==> src/design/sdq_pkg.sv <==
// Shared types and codes for the sortable double-ended queue.
// Used by sdq_cell and by the sortable_double_ended_queue top level.
`default_nettype none

package sdq_pkg;

    localparam int DEPTH_DEFAULT = 16;
    localparam int WORD_W        = 32;
    localparam int ACTION_W      = 3;
    localparam int FILL_W        = 5;
    localparam int STATUS_W      = 2;

    typedef enum logic [ACTION_W-1:0] {
        ACT_PUSH_FRONT = 3'd0,
        ACT_PUSH_BACK  = 3'd1,
        ACT_POP_FRONT  = 3'd2,
        ACT_POP_BACK   = 3'd3,
        ACT_SORT       = 3'd4
    } action_t;

    typedef enum logic [STATUS_W-1:0] {
        STAT_OK        = 2'd0,
        STAT_OVERFLOW  = 2'd1,
        STAT_UNDERFLOW = 2'd2
    } status_t;

    typedef enum logic [2:0] {
        OP_HOLD,
        OP_SHIFT_IN_FRONT,
        OP_LOAD_BACK,
        OP_SHIFT_OUT_FRONT,
        OP_SORT_STEP
    } cell_op_t;

    typedef struct packed {
        cell_op_t op;
        logic     phase;
    } sdq_ctrl_t;

    typedef enum logic {
        S_IDLE,
        S_SORT
    } sdq_state_t;

endpackage

`default_nettype wire

==> src/design/sdq_cell.sv <==
// One storage cell of the queue row: holds a single entry and trades it with its neighbors.
// Depends on sdq_pkg for the control struct and cell operation codes.
`default_nettype none

module sdq_cell #(
    parameter int DEPTH = sdq_pkg::DEPTH_DEFAULT,
    parameter int IDX   = 0
) (
    input  wire                                   aclk,
    input  wire sdq_pkg::sdq_ctrl_t               ctrl,
    input  wire [$clog2(DEPTH+1)-1:0]             count,
    input  wire signed [sdq_pkg::WORD_W-1:0]      push_value,
    input  wire signed [sdq_pkg::WORD_W-1:0]      left_data,
    input  wire signed [sdq_pkg::WORD_W-1:0]      right_data,
    output logic signed [sdq_pkg::WORD_W-1:0]     data
);
    import sdq_pkg::*;

    localparam int CW = $clog2(DEPTH+1);
    localparam logic [CW-1:0] IDX_C  = CW'(IDX);
    localparam logic [CW-1:0] IDX_P1 = CW'(IDX + 1);
    localparam logic          IDX_LSB = 1'(IDX % 2);

    logic signed [WORD_W-1:0] data_reg;
    logic signed [WORD_W-1:0] data_next;
    logic                     is_lower;
    logic                     is_upper;

    assign is_lower = (IDX_LSB == ctrl.phase) && (IDX_P1 < count);
    assign is_upper = (IDX_LSB != ctrl.phase) && (IDX != 0) && (IDX_C < count);

    always_comb begin
        data_next = data_reg;
        case (ctrl.op)
            OP_SHIFT_IN_FRONT: begin
                data_next = left_data;
            end
            OP_LOAD_BACK: begin
                if (count == IDX_C) begin
                    data_next = push_value;
                end
            end
            OP_SHIFT_OUT_FRONT: begin
                data_next = right_data;
            end
            OP_SORT_STEP: begin
                if (is_lower && (data_reg > right_data)) begin
                    data_next = right_data;
                end else if (is_upper && (left_data > data_reg)) begin
                    data_next = left_data;
                end
            end
            default: begin
                data_next = data_reg;
            end
        endcase
    end

    always_ff @(posedge aclk) begin
        data_reg <= data_next;
    end

    assign data = data_reg;

endmodule

`default_nettype wire

==> src/design/sortable_double_ended_queue.sv <==
// Bounded double-ended queue of signed words held in a row of shifting cells,
// with an in-place ascending sort. The entry at the front always sits in cell 0;
// push and pop items flow at one item per cycle while the result side keeps up,
// each posting its result via the pending flag into the output register. When
// sorting is enabled, a sort item runs an odd-even transposition sort over the
// cell row, one neighbor-exchange pass per cycle, taking no input meanwhile; after
// the last pass it sets the pending flag, and the result loads once output is free.
// Depends on sdq_pkg and sdq_cell.
`default_nettype none

module sortable_double_ended_queue #(
    parameter int DEPTH = sdq_pkg::DEPTH_DEFAULT
) (
    input  wire         aclk,
    input  wire         aresetn,
    input  wire         cfg_we,
    input  wire  [0:0]  cfg_wdata,     // sort_enable
    input  wire         s_tvalid,
    output logic        s_tready,
    input  wire  [31:0] s_tdata,       // value[31:0]
    input  wire  [2:0]  s_tuser,       // action[2:0]
    output logic        m_tvalid,
    input  wire         m_tready,
    output logic [71:0] m_tdata        // front_value[31:0], back_value[63:32],
                                       // fill_count[68:64], is_empty[69], status[71:70]
);
    import sdq_pkg::*;

    localparam int CW = $clog2(DEPTH+1);
    localparam int PW = $clog2(DEPTH);
    localparam logic [CW-1:0] FULL_COUNT = CW'(DEPTH);
    localparam logic [PW-1:0] LAST_PASS  = PW'(DEPTH - 1);

    sdq_state_t               state_reg, state_next;
    sdq_ctrl_t                ctrl;
    logic [CW-1:0]            count_reg, count_next;
    logic [PW-1:0]            pass_reg, pass_next;
    status_t                  status_reg, status_next;
    logic                     pend_reg, pend_next;
    logic                     sort_en_reg;
    logic                     m_valid_reg, m_valid_next;
    logic [71:0]              m_data_reg;

    logic                     accept;
    logic                     cap;
    logic                     is_full;
    logic                     is_empty_q;
    action_t                  act;

    logic signed [WORD_W-1:0] cell_data [DEPTH];
    logic signed [WORD_W-1:0] front_val;
    logic signed [WORD_W-1:0] back_val;
    logic [CW+FILL_W-1:0]     count_ext;

    genvar gi;
    generate
        for (gi = 0; gi < DEPTH; gi++) begin : g_cell
            logic signed [WORD_W-1:0] left_d;
            logic signed [WORD_W-1:0] right_d;
            if (gi == 0) begin : g_first
                assign left_d = $signed(s_tdata);
            end else begin : g_mid_l
                assign left_d = cell_data[gi-1];
            end
            if (gi == DEPTH - 1) begin : g_last
                assign right_d = cell_data[gi];
            end else begin : g_mid_r
                assign right_d = cell_data[gi+1];
            end
            sdq_cell #(
                .DEPTH (DEPTH),
                .IDX   (gi)
            ) u_cell (
                .aclk       (aclk),
                .ctrl       (ctrl),
                .count      (count_reg),
                .push_value ($signed(s_tdata)),
                .left_data  (left_d),
                .right_data (right_d),
                .data       (cell_data[gi])
            );
        end
    endgenerate

    assign cap        = pend_reg && (!m_valid_reg || m_tready);
    assign s_tready   = (state_reg == S_IDLE) && (!pend_reg || cap);
    assign accept     = s_tvalid && s_tready;
    assign act        = action_t'(s_tuser);
    assign is_full    = (count_reg == FULL_COUNT);
    assign is_empty_q = (count_reg == '0);

    always_comb begin
        state_next = state_reg;
        case (state_reg)
            S_IDLE: begin
                if (accept && (act == ACT_SORT) && sort_en_reg) begin
                    state_next = S_SORT;
                end
            end
            S_SORT: begin
                if (pass_reg == LAST_PASS) begin
                    state_next = S_IDLE;
                end
            end
            default: begin
                state_next = S_IDLE;
            end
        endcase
    end

    always_comb begin
        ctrl.op     = OP_HOLD;
        ctrl.phase  = pass_reg[0];
        count_next  = count_reg;
        status_next = status_reg;
        pend_next   = pend_reg && !cap;
        pass_next   = pass_reg;
        case (state_reg)
            S_IDLE: begin
                if (accept) begin
                    pend_next   = 1'b1;
                    status_next = STAT_OK;
                    pass_next   = '0;
                    case (act)
                        ACT_PUSH_FRONT: begin
                            if (is_full) begin
                                status_next = STAT_OVERFLOW;
                            end else begin
                                ctrl.op    = OP_SHIFT_IN_FRONT;
                                count_next = count_reg + 1'b1;
                            end
                        end
                        ACT_PUSH_BACK: begin
                            if (is_full) begin
                                status_next = STAT_OVERFLOW;
                            end else begin
                                ctrl.op    = OP_LOAD_BACK;
                                count_next = count_reg + 1'b1;
                            end
                        end
                        ACT_POP_FRONT: begin
                            if (is_empty_q) begin
                                status_next = STAT_UNDERFLOW;
                            end else begin
                                ctrl.op    = OP_SHIFT_OUT_FRONT;
                                count_next = count_reg - 1'b1;
                            end
                        end
                        ACT_POP_BACK: begin
                            if (is_empty_q) begin
                                status_next = STAT_UNDERFLOW;
                            end else begin
                                count_next = count_reg - 1'b1;
                            end
                        end
                        ACT_SORT: begin
                            if (sort_en_reg) begin
                                pend_next = 1'b0;
                            end
                        end
                        default: begin
                            status_next = STAT_OK;
                        end
                    endcase
                end
            end
            S_SORT: begin
                ctrl.op   = OP_SORT_STEP;
                pass_next = pass_reg + 1'b1;
                if (pass_reg == LAST_PASS) begin
                    pend_next = 1'b1;
                end
            end
            default: begin
                ctrl.op = OP_HOLD;
            end
        endcase
    end

    assign front_val = is_empty_q ? '0 : cell_data[0];

    always_comb begin
        back_val = '0;
        for (int k = 0; k < DEPTH; k++) begin
            if (count_reg == CW'(k + 1)) begin
                back_val = back_val | cell_data[k];
            end
        end
    end

    assign count_ext    = {{FILL_W{1'b0}}, count_reg};
    assign m_valid_next = cap || (m_valid_reg && !m_tready);

    always_ff @(posedge aclk) begin
        if (!aresetn) begin
            state_reg   <= S_IDLE;
            count_reg   <= '0;
            pass_reg    <= '0;
            pend_reg    <= 1'b0;
            sort_en_reg <= 1'b1;
            m_valid_reg <= 1'b0;
        end else begin
            state_reg   <= state_next;
            count_reg   <= count_next;
            pass_reg    <= pass_next;
            pend_reg    <= pend_next;
            m_valid_reg <= m_valid_next;
            if (cfg_we) begin
                sort_en_reg <= cfg_wdata[0];
            end
        end
    end

    always_ff @(posedge aclk) begin
        status_reg <= status_next;
        if (cap) begin
            m_data_reg <= {status_reg, is_empty_q, count_ext[FILL_W-1:0], back_val, front_val};
        end
    end

    assign m_tvalid = m_valid_reg;
    assign m_tdata  = m_data_reg;

    a_count_bound: assert property (@(posedge aclk) disable iff (!aresetn)
        count_reg <= FULL_COUNT)
        else $error("Entry count exceeds the queue depth.");

    a_sort_blocks: assert property (@(posedge aclk) disable iff (!aresetn)
        (state_reg == S_SORT) |-> !s_tready)
        else $error("Input accepted while a sort is running.");

    a_empty_zero: assert property (@(posedge aclk) disable iff (!aresetn)
        (m_tvalid && m_tdata[69]) |-> (m_tdata[63:0] == 64'd0))
        else $error("Empty result carries nonzero front or back value.");

    a_sort_result: assert property (@(posedge aclk) disable iff (!aresetn)
        (state_reg == S_SORT && pass_reg == LAST_PASS) |=> (pend_reg && state_reg == S_IDLE))
        else $error("Sort finished without posting a result.");

endmodule

`default_nettype wire
==> config.mk <==
export PLATFORM = sky130hd
export DESIGN_NAME = sortable_double_ended_queue
export DESIGN_NICKNAME = d
export VERILOG_FILES = /design/src/design/sdq_pkg.sv /design/src/design/sdq_cell.sv /design/src/design/sortable_double_ended_queue.sv
export SDC_FILE = /design/constraint.sdc
export NUM_CORES = 2
export LEC_CHECK = 0
export BUFFER_PORTS_ARGS = -buffer_cell sky130_fd_sc_hd__buf_2
export CAP_MARGIN = 25
export CELL_PAD_IN_SITES_DETAIL_PLACEMENT = 0
export CELL_PAD_IN_SITES_GLOBAL_PLACEMENT = 1
export CORE_MARGIN = 2
export CORE_UTILIZATION = 29
export DETAILED_ROUTE_END_ITERATION = 8
export PLACE_DENSITY_LB_ADDON = 0.1
export REMOVE_ABC_BUFFERS = 1
export SKIP_CTS_REPAIR_TIMING = 1
export SLEW_MARGIN = 20
export SYNTH_ARGS = -nofsm -noshare
export SYNTH_HDL_FRONTEND = slang
export SYNTH_SLANG_ARGS = --single-unit
==> constraint.sdc <==
create_clock -name aclk -period 10.9 [get_ports aclk]
set_input_delay 2.18 -clock aclk [delete_from_list [all_inputs] [get_ports aclk]]
set_output_delay 2.18 -clock aclk [all_outputs]
set_load 0.03 [all_outputs]
# Word level (Yosys, flattened, before mapping)
# Index checks and enable logic that the tools add are counted.
[classes] addsub=3 n_mul=0 n_div=0 n_lt_le_gt_ge=32 n_eq_ne=61 n_shift=0 muxes=101 bitwise_logic=17 n_reduce_logical=71
[ops] cell="$mux 32" count=63
[ops] cell="$pmux 32 s4" count=15
[ops] cell="$gt 32x32->1" count=16
[ops] cell="$or 32x32->32" count=15
[ops] cell="$pmux 32 s3" count=1
[ops] cell="$reduce_and 3->1" count=15
[ops] cell="$ne 3x1->1 const B" count=14
[ops] cell="$eq 5x4->1 const B" count=8
[ops] cell="$lt 4x5->1 const A" count=8
[ops] cell="$ne 2x2->1 const B" count=20
[ops] cell="$logic_and 1x1->1" count=39
[ops] cell="$eq 5x3->1 const B" count=4
[ops] cell="$lt 3x5->1 const A" count=4
[ops] cell="$eq 3x2->1 const B" count=4
[ops] cell="$eq 5x2->1 const B" count=2
[ops] cell="$lt 2x5->1 const A" count=2
[ops] cell="$mux 5" count=2
[ops] cell="$pmux 5 s2" count=1
[ops] cell="$mux 1" count=8
[ops] cell="$mux 2" count=4
[ops] cell="$pmux 4 s2" count=1
[ops] cell="$eq 3x1->1 const B" count=2
[ops] cell="$eq 3x3->1 const B" count=2
[ops] cell="$pmux 2 s3" count=1
[ops] cell="other kinds (25)" count=34
[totals] register_bits=599 latchBits=0 mem_bits_rw=0 mem_bits_ro=0 inputBits=41 output_inout_bits=74 word_cells=310 memories=0

# Depth between registers and ports, before layout
[logic_depth] ltp_word=32 depth_mapped=15 mapped_depth_nobuf=10

# Hierarchy
# A second synthesis with hierarchy kept.
[hier_totals] cells_unflattened=7747 hier_area_um2=70154.8
[modules_own_cells] mod="sortable_double_ended_queue" instances=1 cells_each=664 area_per_inst_um2=6999.2 seq_area_each_um2=2482.4
[modules_own_cells] mod="sdq_cell at g_cell[11].u_cell" instances=1 cells_each=626 area_per_inst_um2=5213.8 seq_area_each_um2=960.9
[modules_own_cells] mod="sdq_cell at g_cell[12].u_cell" instances=1 cells_each=582 area_per_inst_um2=5033.6 seq_area_each_um2=960.9
[modules_own_cells] mod="sdq_cell at g_cell[4].u_cell" instances=1 cells_each=588 area_per_inst_um2=4840.9 seq_area_each_um2=960.9
[modules_own_cells] mod="sdq_cell at g_cell[9].u_cell" instances=1 cells_each=438 area_per_inst_um2=4265.3 seq_area_each_um2=960.9
[modules_own_cells] mod="sdq_cell at g_cell[10].u_cell" instances=1 cells_each=445 area_per_inst_um2=4202.8 seq_area_each_um2=960.9
[modules_own_cells] mod="sdq_cell at g_cell[7].u_cell" instances=1 cells_each=488 area_per_inst_um2=4061.4 seq_area_each_um2=960.9
[modules_own_cells] mod="sdq_cell at g_cell[15].u_cell" instances=1 cells_each=438 area_per_inst_um2=4011.3 seq_area_each_um2=960.9
[modules_own_cells] mod="sdq_cell at g_cell[8].u_cell" instances=1 cells_each=430 area_per_inst_um2=3962.6 seq_area_each_um2=960.9
[modules_own_cells] mod="sdq_cell at g_cell[3].u_cell" instances=1 cells_each=472 area_per_inst_um2=3905.0 seq_area_each_um2=960.9
[modules_own_cells] mod="sdq_cell at g_cell[1].u_cell" instances=1 cells_each=433 area_per_inst_um2=3896.2 seq_area_each_um2=960.9
[modules_own_cells] mod="sdq_cell at g_cell[2].u_cell" instances=1 cells_each=435 area_per_inst_um2=3823.7 seq_area_each_um2=960.9
[modules_own_cells] mod="sdq_cell at g_cell[13].u_cell" instances=1 cells_each=350 area_per_inst_um2=3299.4 seq_area_each_um2=960.9
[modules_own_cells] mod="sdq_cell at g_cell[5].u_cell" instances=1 cells_each=350 area_per_inst_um2=3291.9 seq_area_each_um2=960.9
[modules_own_cells] mod="3 more rows"

# Worst setup path before layout
# Ideal clock, no wire load.
[synth_timing] kind="input to register" from="input m_tready" to="register m_data_reg[0], in the netlist m_tdata[0] (enable)" setup_time_ps=511 arrival_ps=5422 required_ps=10389 setup_slack_ps=4967 stages=2 n_path_buf=0 cell_sequence="nor2b_1 -> nor2b_1"
[synth_via] elab_chain_cells=2
[synth_rtl] element="start, declared" line_no="sortable_double_ended_queue.sv:23" text="input wire m_tready,"
[synth_rtl] element="$logic_or 1x1->1" line_no="sortable_double_ended_queue.sv:85" text="assign cap = pend_reg && (!m_valid_reg || m_tready);"
[synth_rtl] element="$logic_and 1x1->1" line_no="sortable_double_ended_queue.sv:85"
[synth_rtl] element="via cap" line_no="sortable_double_ended_queue.sv:45" text="logic cap;"
[synth_rtl] element="end signal, assigned" line_no="sortable_double_ended_queue.sv:217" text="m_data_reg <= {status_reg, is_empty_q, count_ext[FILL_W-1:0], back_val, front_val};"
[synth_rtl] element="end, declared" line_no="sortable_double_ended_queue.sv:42" text="logic [71:0] m_data_reg;"
# The timed path passes the listed nets, and every way through them passes these cells.
# A chain may end at the register's enable or synchronous reset.

# Worst setup path in the final report
[layout_timing] from="register g_cell[3].u_cell.data_reg[31]" to="register g_cell[2].u_cell.data_reg[22] (enable)"
[layout_via] elab_chain_cells=4
[layout_rtl] element="start, declared" line_no="sdq_cell.sv:24" text="logic signed [WORD_W-1:0] data_reg;"
[layout_rtl] element="start signal, assigned" line_no="sdq_cell.sv:60" text="data_reg <= data_next;"
[layout_rtl] element="$gt 32x32->1" line_no="sdq_cell.sv:47" text="if (is_lower && (data_reg > right_data)) begin"
[layout_rtl] element="$logic_and 1x1->1" line_no="sdq_cell.sv:47"
[layout_rtl] element="$ne 3x1->1 (no source line)"
[layout_rtl] element="$reduce_and 3->1 (no source line)"
[layout_rtl] element="end signal, assigned" line_no="sdq_cell.sv:60"
[layout_rtl] element="end, declared" line_no="sdq_cell.sv:24"
# No other way between the ends.

==> key figures <==
Cells and area
  • # nets final: 6199
  • Largest register FFs: between 500 and 600
  • Area Growth Syn to Fin: 12.06%
  • Finished Core Util: 0.3272
  • Share of cells above drive strength 1: 0.08727
  • Most common cell after layout, fill and taps aside: a21oi_1
  • Most frequent cells in the layout: 974 x a21oi_1, 704 x o21ai_0, 586 x edfxtp_1

Run
  • Max Cap Viol: 0

Synth
  • XOR/XNOR share of the synthesized area: 0.0005387
  • Synth cell types: 79
  • Largest family of logic cells by synthesized area: compound AO/OA/AOI/OAI gates
  • Top_reg_cell synth: edfxtp_1
  • Post-synthesis sequential area ratio: 0.3661
  • Number of flops mapped to enable cells by yosys: 586
  • Cells after Synth: between 5k and 6k
  • Synth top area cells: edfxtp_1 36%, ha_1 12%, a21oi_1 10%
  • Async S/R FF share, synth: 0
  • Area leader, netlist: edfxtp_1
  • Post-Syn Area: 48780 µm²
  • Multiplexer area fraction after synthesis: 0.001924
  • Post-synthesis adder-cell area fraction: 0.1247
  • Syn Area/Cell: 8.493 µm²
  • Post-synthesis compound-gate area fraction: 0.3115
  • Area share of the largest cell type after synthesis: 0.3608
  • Post-Synth Simple-Gate Area: 0.1184
  • Synthesis Warnings: 0
  • FF+latch count, synth: 599

STA
  • WHS: 0.4218 ns
  • Final Skew: 0.04188 ns
  • Max Fclk: 0.1692 GHz
  • Final min period: between 5 and 6 ns
  • Final setup vio count: 0
  • Final worst path period share: 0.5421
  • Worst Max-Slew Pin Slew: 1.338 ns
  • Max Slew Vio Count: 0
  • Sum Neg Setup Slack: 0 ns
  • Final hold vios: 0
  • Slew Limit Headroom: 0.09872
  • RSZ-0062 raised after global routing: false

Floorplanning
  • Core area: 167000 µm²
  • DIE AREA: about 170000 µm²
  • Die Ht: 414.1 µm
  • Initial Utilization: 0.2920
  • Core Rows: 150
  • I/O Pins: 115
  • Die X: 414.1 µm

Drt
  • DR pass1 iterations: 7
  • Final WL: 281.7 mm
  • WL/cell: 35.45 µm
  • Vias per cell: 6.232
  • Drt drc: 0
  • Remaining antenna violation count: 0
  • DR vias: around 50k
  • DR iter-0 viols: 6748

Setup path
  • R2r setup slk: approximately 5 ns
  • CP required: 11.25 ns
  • Crit Path Max Fanout: 40
  • Crit path kind: reg -> reg
  • Data arrival time of the worst path: ~6.3 ns
  • Endpoint type of the worst setup path: flop
  • Crit start category: flop

GRT
  • Initial antenna violation count: 9
  • All-layer global routing usage: 0.3167
  • First-pass GRT wire length: a little under 400 mm
  • Largest net degree at the start of global routing: 172
  • Vias in the first global route: 46.54k
  • Grt ovf: 0

Clocking
  • Reg clk slew, reported paths: 0.06 ns
  • Num CTS Buffers: 87
  • Clock Latency Late Sink: 0.75 ns
  • Root Buffer: clkbuf_16
  • CTS Buffer Depth: 3
  • Sinks on the clock net: 599
  • H-Tree Depth: 3
  • CTS tree: done

Place
  • GPL Wtd Cong: approximately 0.93
  • Dpl hpwl: 185.8 mm
  • PortBufs: 114

Hold path
  • Worst hold path type: reg -> reg

Power
  • Worst vdd ir: 114.1 µV
  • LEAKAGE: 20.63 nW
  • Pwr per Cell Area: 140.7 nW/µm²

Run status
  • Outcome: complete, no violations
final timing paths:
path / from / endpoint / cells past startpoint
setup / recovery: g_cell[3].u_cell.data[31] / g_cell[2].u_cell.data[22] / 12
hold / removal: status_reg[1] / m_tdata[71] / 0
hold reg to reg: status_reg[1] / m_tdata[71] / 0
setup reg to reg: g_cell[3].u_cell.data[31] / g_cell[2].u_cell.data[22] / 12
per-stage QoR:
step	instance area (µm²)	setup slack, ns	std cells	power, mW
5_1_grt	54650	4.984	7945	7.973
6_report	54660	4.991	7947	7.690
2_1_floorplan	46920	-5.670	5331	3.984
3_5_place_dp	51910	4.885	7785	4.815
4_1_cts	54630	4.984	7943	7.711
3_3_place_gp	51830	4.324	7776	4.804
routing by layer:
metal	track usage	vias to the layer above	routed length, µm
met5	0	-	21
met4	0.1771	4	17480
met3	0.04474	584	21800
met2	0.5020	2640	127200
met1	0.4139	24747	115300
li1	-	21550	-
synthesized netlist by cell type (18+ instances only):
library cell	instances
nor4_1	26
nand3_1	62
a222oi_1	64
o21ai_0	707
a221oi_1	265
a2bb2oi_1	33
o21a_1	73
buf_4	28
ha_1	486
nor2b_1	52
a22oi_1	162
inv_1	505
nand2_2	24
edfxtp_1	586
nor3_1	45
nor2_1	392
buf_2	112
a311oi_1	18
o211ai_1	30
clkbuf_1	248
a21o_1	41
nand4_1	126
nand2b_1	70
a21oi_1	989
nand2_1	372
worst max-delay path, stage by stage (launching register included):
cell      delay (ns)
edfxtp_1        0.53
inv_1           0.08
ha_1            0.54
nand4_1         0.50
nor4_2          0.88
nand2_1         0.11
o211ai_1        0.28
a31oi_1         0.16
mux2i_4         0.24
buf_4           0.55
nor3_1          0.17
nor2_4          0.76
buf_4           0.64
cell type report:
cell class,count,area (µm²)
diodes,2,5.005
clock buffers,118,2451
clock inverters,40,264.0
fillers,17495,112400
inverters,506,1907
multi-input cells,4226,27710
flip-flops and latches,599,17860
well taps,2204,2758
repair buffers,252,1707
report_power, final:
part,internal [mW],switching [mW]
clock network,1.63,1.24
registers,2.79,0.314
logic,0.533,1.18
total,4.95,2.74
cell families (layout without fill, tap and decap cells):
group | Yosys count | after routing
XOR/XNOR | 3 | 3
multiplexers | 9 | 9
AO/OA/AOI/OAI | 2496 | 2496
other | 0 | 2
buffers and inverters | 918 | 916
adder cells (fa/ha/maj) | 486 | 486
AND/OR/NAND/NOR | 1232 | 1232
flip-flops | 599 | 599
No activity file was read; power rests on OpenSTA's default activity.
